File: src/hdl/ptb_pkg.sv
// Shared constants and types of the palindromic tree builder.
package ptb_pkg;
    localparam int MAX_TEXT    = 1024;
    localparam int ALPHABET    = 26;
    localparam int NODES       = MAX_TEXT + 2;
    localparam int CHILD_DEPTH = NODES * ALPHABET;
    localparam int LETTER_W    = 5;
    localparam int OUT_W       = 11;
    localparam int TEXT_AW     = $clog2(MAX_TEXT);
    localparam int TLEN_W      = $clog2(MAX_TEXT + 1);
    localparam int NODE_W      = $clog2(NODES);
    localparam int LEN_W       = NODE_W + 1;
    localparam int CHILD_AW    = $clog2(CHILD_DEPTH);

    localparam logic [1:0] KIND_ADD  = 2'd0;
    localparam logic [1:0] KIND_SKIP = 2'd1;
    localparam logic [1:0] KIND_OVF  = 2'd2;

    typedef struct packed {
        logic [LETTER_W-1:0] letter;
        logic [1:0]          kind;
    } t_item;
endpackage

File: src/hdl/ptb_front.sv
// Front end: accepts letters, classifies them and queues them for the back end.
module ptb_front (
    input  logic           i_clk,
    input  logic           i_rst_n,
    input  logic           i_valid,
    output logic           o_stall,
    input  logic [4:0]     i_letter,
    input  logic           i_busy,
    output logic           o_head_valid,
    output ptb_pkg::t_item o_head,
    input  logic           i_pop
);
    import ptb_pkg::*;

    t_item             r_q [2];
    logic              r_wp, r_rp;
    logic [1:0]        r_cnt;
    logic [TLEN_W-1:0] r_len;
    logic              w_acc;
    t_item             w_item;

    assign o_stall      = (r_cnt == 2'd2) || i_busy;
    assign w_acc        = i_valid && !o_stall;
    assign o_head_valid = (r_cnt != 2'd0);
    assign o_head       = r_q[r_rp];

    always_comb begin
        w_item.letter = i_letter;
        if (r_len == TLEN_W'(MAX_TEXT)) begin
            w_item.kind = KIND_OVF;
        end else if ({1'b0, i_letter} >= (LETTER_W + 1)'(ALPHABET)) begin
            w_item.kind = KIND_SKIP;
        end else begin
            w_item.kind = KIND_ADD;
        end
    end

    always_ff @(posedge i_clk) begin
        if (w_acc) begin
            r_q[r_wp] <= w_item;
        end
    end

    always_ff @(posedge i_clk) begin
        if (!i_rst_n) begin
            r_wp  <= 1'b0;
            r_rp  <= 1'b0;
            r_cnt <= 2'd0;
            r_len <= '0;
        end else begin
            if (w_acc) begin
                r_wp <= !r_wp;
                if (w_item.kind == KIND_ADD) begin
                    r_len <= r_len + 1'b1;
                end
            end
            if (i_pop) begin
                r_rp <= !r_rp;
            end
            r_cnt <= r_cnt + {1'b0, w_acc} - {1'b0, i_pop};
        end
    end
endmodule

File: config.mk
export PLATFORM = sky130hd
export DESIGN_NAME = ptb_front
export DESIGN_NICKNAME = d
export VERILOG_FILES = /design/src/hdl/ptb_pkg.sv /design/src/hdl/ptb_front.sv
export SDC_FILE = /design/constraint.sdc
export NUM_CORES = 1
export LEC_CHECK = 0
export ABC_AREA = 1
export BUFFER_PORTS_ARGS = -buffer_cell sky130_fd_sc_hd__buf_2
export CAP_MARGIN = 20
export CORE_UTILIZATION = 45
export DETAILED_ROUTE_END_ITERATION = 10
export PLACE_DENSITY = 0.74
export SLEW_MARGIN = 25
export SYNTH_ARGS = -nofsm -noshare
export SYNTH_HDL_FRONTEND = slang
export SYNTH_SLANG_ARGS = --single-unit
File: constraint.sdc
create_clock -name i_clk -period 1.5 [get_ports i_clk]
set_input_delay 0.3 -clock i_clk [delete_from_list [all_inputs] [get_ports i_clk]]
set_output_delay 0.3 -clock i_clk [all_outputs]
set_load 0.03 [all_outputs]
==> results.toml <==
[status]
status = "complete, but fails checks"
violations = "negative setup slack"

[layout]
final_util_pct = 61.1
multiInputGateArea_sq_um = 749
fin_nets = 219
fillCellCount = 251
syn2layout_area_growth_pct = 25.9
drive_above_1_share_pct = 37.9
antenna_cells = 0
ff_latch_area_sq_um = 749

[synthesis]
synth_common_cells = "nand2_1 (37), nor2_1 (29), inv_1 (23), dfxtp_1 (16), edfxtp_1 (14)"
synth_compound_area_share_pct = 3.71
synth_top_area_share_pct = 27.7
synth_cell_types = 23
synthMuxAreaShare_pct = 5.19
synth_top_family_by_area = "simple AND/OR/NAND/NOR gates"
synth_ff_type = "dfxtp_1"
synth-seq-cells = 30
synth_warnings = 0
synthSimpleGateAreaFrac_pct = 29.6
synthAdderAreaFrac_pct = 3.30
synth_edf_count = 14
synth-async-reset-ratio_pct = 0
synthMostInstantiatedCell = "nand2_1"
synth-seq-area-share_pct = 48.8
synth_area_leaders = "edfxtp_1 (28%), dfxtp_1 (21%), nand2_1 (9.2%)"
synthCells = 172
synth-xor-area-share_pct = 1.15
synth.avg_cell_area_sq_um = 8.82
synth_top_area_cell = "edfxtp_1"
netlist_area_sq_um = 1520
synth_nets = 186

[setup_path]
critPathMaxFanout = 7
crit_path_end_kind = "primary output"
path_class = "reg -> out"
r2r_cells = 9
critPathLaunchType = "register"
arrival_ns = 1.22
worst-endpoint-required_ns = 1.20

[placement]
place_ws_ns = -0.0197
hpwlAfterDp_um = 1680
routabilityCongestion = 0.766
io_buffers = 18

[global_routing]
grt_pass1_wl_um = 4390
grt_usage_pct = 17.2
grt_max_degree = 18
grt_pass1_vias = 1072
antenna_found_initial = 0
grt_overflow_total = 0

[drt]
via_count = 1168
viasPerCell = 4.67
totalWireLength_um = 2660
drtIter0Drc = 38
firstDrtPassIters = 4
ant_nets = 0
wire_per_inst_um = 10.6
drc = 0

[cts]
clock_latency_ns = 0.33
cts_tree = "done"
clock_sinks = 30
cts_buffer_depth = 2
hold_buffers = 0
clk_pin_slew_ns = 0.09
htreeDepth = 2
cts-root-buf = "clkbuf_4"
cts_buffers = 5

[pwr]
vdd_ir_drop_max_mv = 0.486
power.density_nw_per_um2 = 919
report.power.total_mw = 1.76
p_leak_nw = 0.813

[floorplanning]
row_count = 20
start_util_pct = 48.5
fp.dieArea_sq_um = 3610
num_io_pins = 19
coreArea_sq_um = 3130
die_w_um = 60.1
die_h_um = 60.1

[sta]
finalWorstSetupSlack_ns = -0.0231
max_slew_margin_pct = 82.6
rsz0062_at_grt = "yes"
slew_viol_final = 0
holdWs_ns = 0.162
setup-violations-final = 7
clock_skew_ns = 0.00233
hold_violations = 0
tightestPinTransition_ns = 0.261
final.min_clock_period_ns = 1.52
clock.fmax_ghz = 0.657
min_period_over_period_pct = 102

[worst_hold_path]
holdCritPathClass = "in -> reg"
holdPathStages = 1

[run]
drv_cap = 0
stage by stage:
| step | setup TNS, ns | std cells | cell area (sq um) |
|---|---|---|---|
| floorplan | 0 | 172 | 1520 |
| detailed placement | -0.0197 | 235 | 1660 |
| global placement | 0 | 235 | 1660 |
| CTS | -0.265 | 243 | 1780 |
| finish | -0.141 | 250 | 1910 |
| global route | -0.619 | 250 | 1910 |
path summary, 6_finish.rpt:
kind              slack, ns                start                  end
setup / recovery      -0.02             register            o_head[0]
hold / removal         0.16          i_letter[0]  r_q[0][2]$_DFFE_PP_
setup reg to reg       0.04  r_cnt[0]$_SDFF_PN0_  r_cnt[1]$_SDFF_PN0_
hold reg to reg        0.49  r_cnt[1]$_SDFF_PN0_  r_cnt[1]$_SDFF_PN0_
report_power, final:
group | internal [mW] | leakage [nW] | switching (mW) | total (mW)
clock network | 0.176 | 0.0297 | 0.269 | 0.444
logic | 0.175 | 0.519 | 0.201 | 0.376
registers | 0.901 | 0.264 | 0.0346 | 0.936
total | 1.25 | 0.813 | 0.504 | 1.76
area by class of cell:
class | count | area share, %
Inverter | 24 | 4.72
Tap cell | 44 | 2.88
Multi-Input combinational cell | 116 | 39.2
Clock inverter | 2 | 0.458
Clock buffer | 6 | 2.16
Sequential cell | 30 | 39.2
Timing Repair Buffer | 28 | 11.3
logic make-up after synthesis:
kind of cell             after synthesis
AO/OA/AOI/OAI                          9
flip-flops                            30
multiplexers                           7
XOR/XNOR                               2
adder cells (fa/ha/maj)                4
buffers and inverters                 27
AND/OR/NAND/NOR                       93
layout by cell type (no fill, tap or decap), drive strengths merged:
master	count
nand3	15
o21ai	2
xnor2	1
clkbuf	6
buf	28
mux2	7
nor3	2
dfxtp	16
inv	24
edfxtp	14
nor2	38
a21oi	7
or2	2
clkinv	2
nand2	37
xor2	1
ha	4
flip-flops by register name, summed over array words and instances, names as in the netlist, named ones only:
name / count
r_cnt: 2
r_len: 11
r_q: 14
r_rp: 1
r_wp: 1
critical path, cell delays in order (launching register included):
cell and delay (ns):
dfxtp_4 0.44, mux2_4 0.32, buf_6 0.14
layer usage:
layer  routed length (um)  up-vias  GRT usage, %
met3                  143        8          7.36
met5                    0        -             0
met1                 1170      520          18.3
li1                     -      614             -
met4                   70        0          9.63
met2                 1270       26          28.4
timing repair:
item / CTS / global route
endpoints found under the setup margin: 8 / 15
gates cloned: 0 / 1
resized for setup: 24 / 20
pin swaps: 0 / 7
buffers inserted: 0 / 6
No activity file was read; power rests on OpenSTA's default activity.
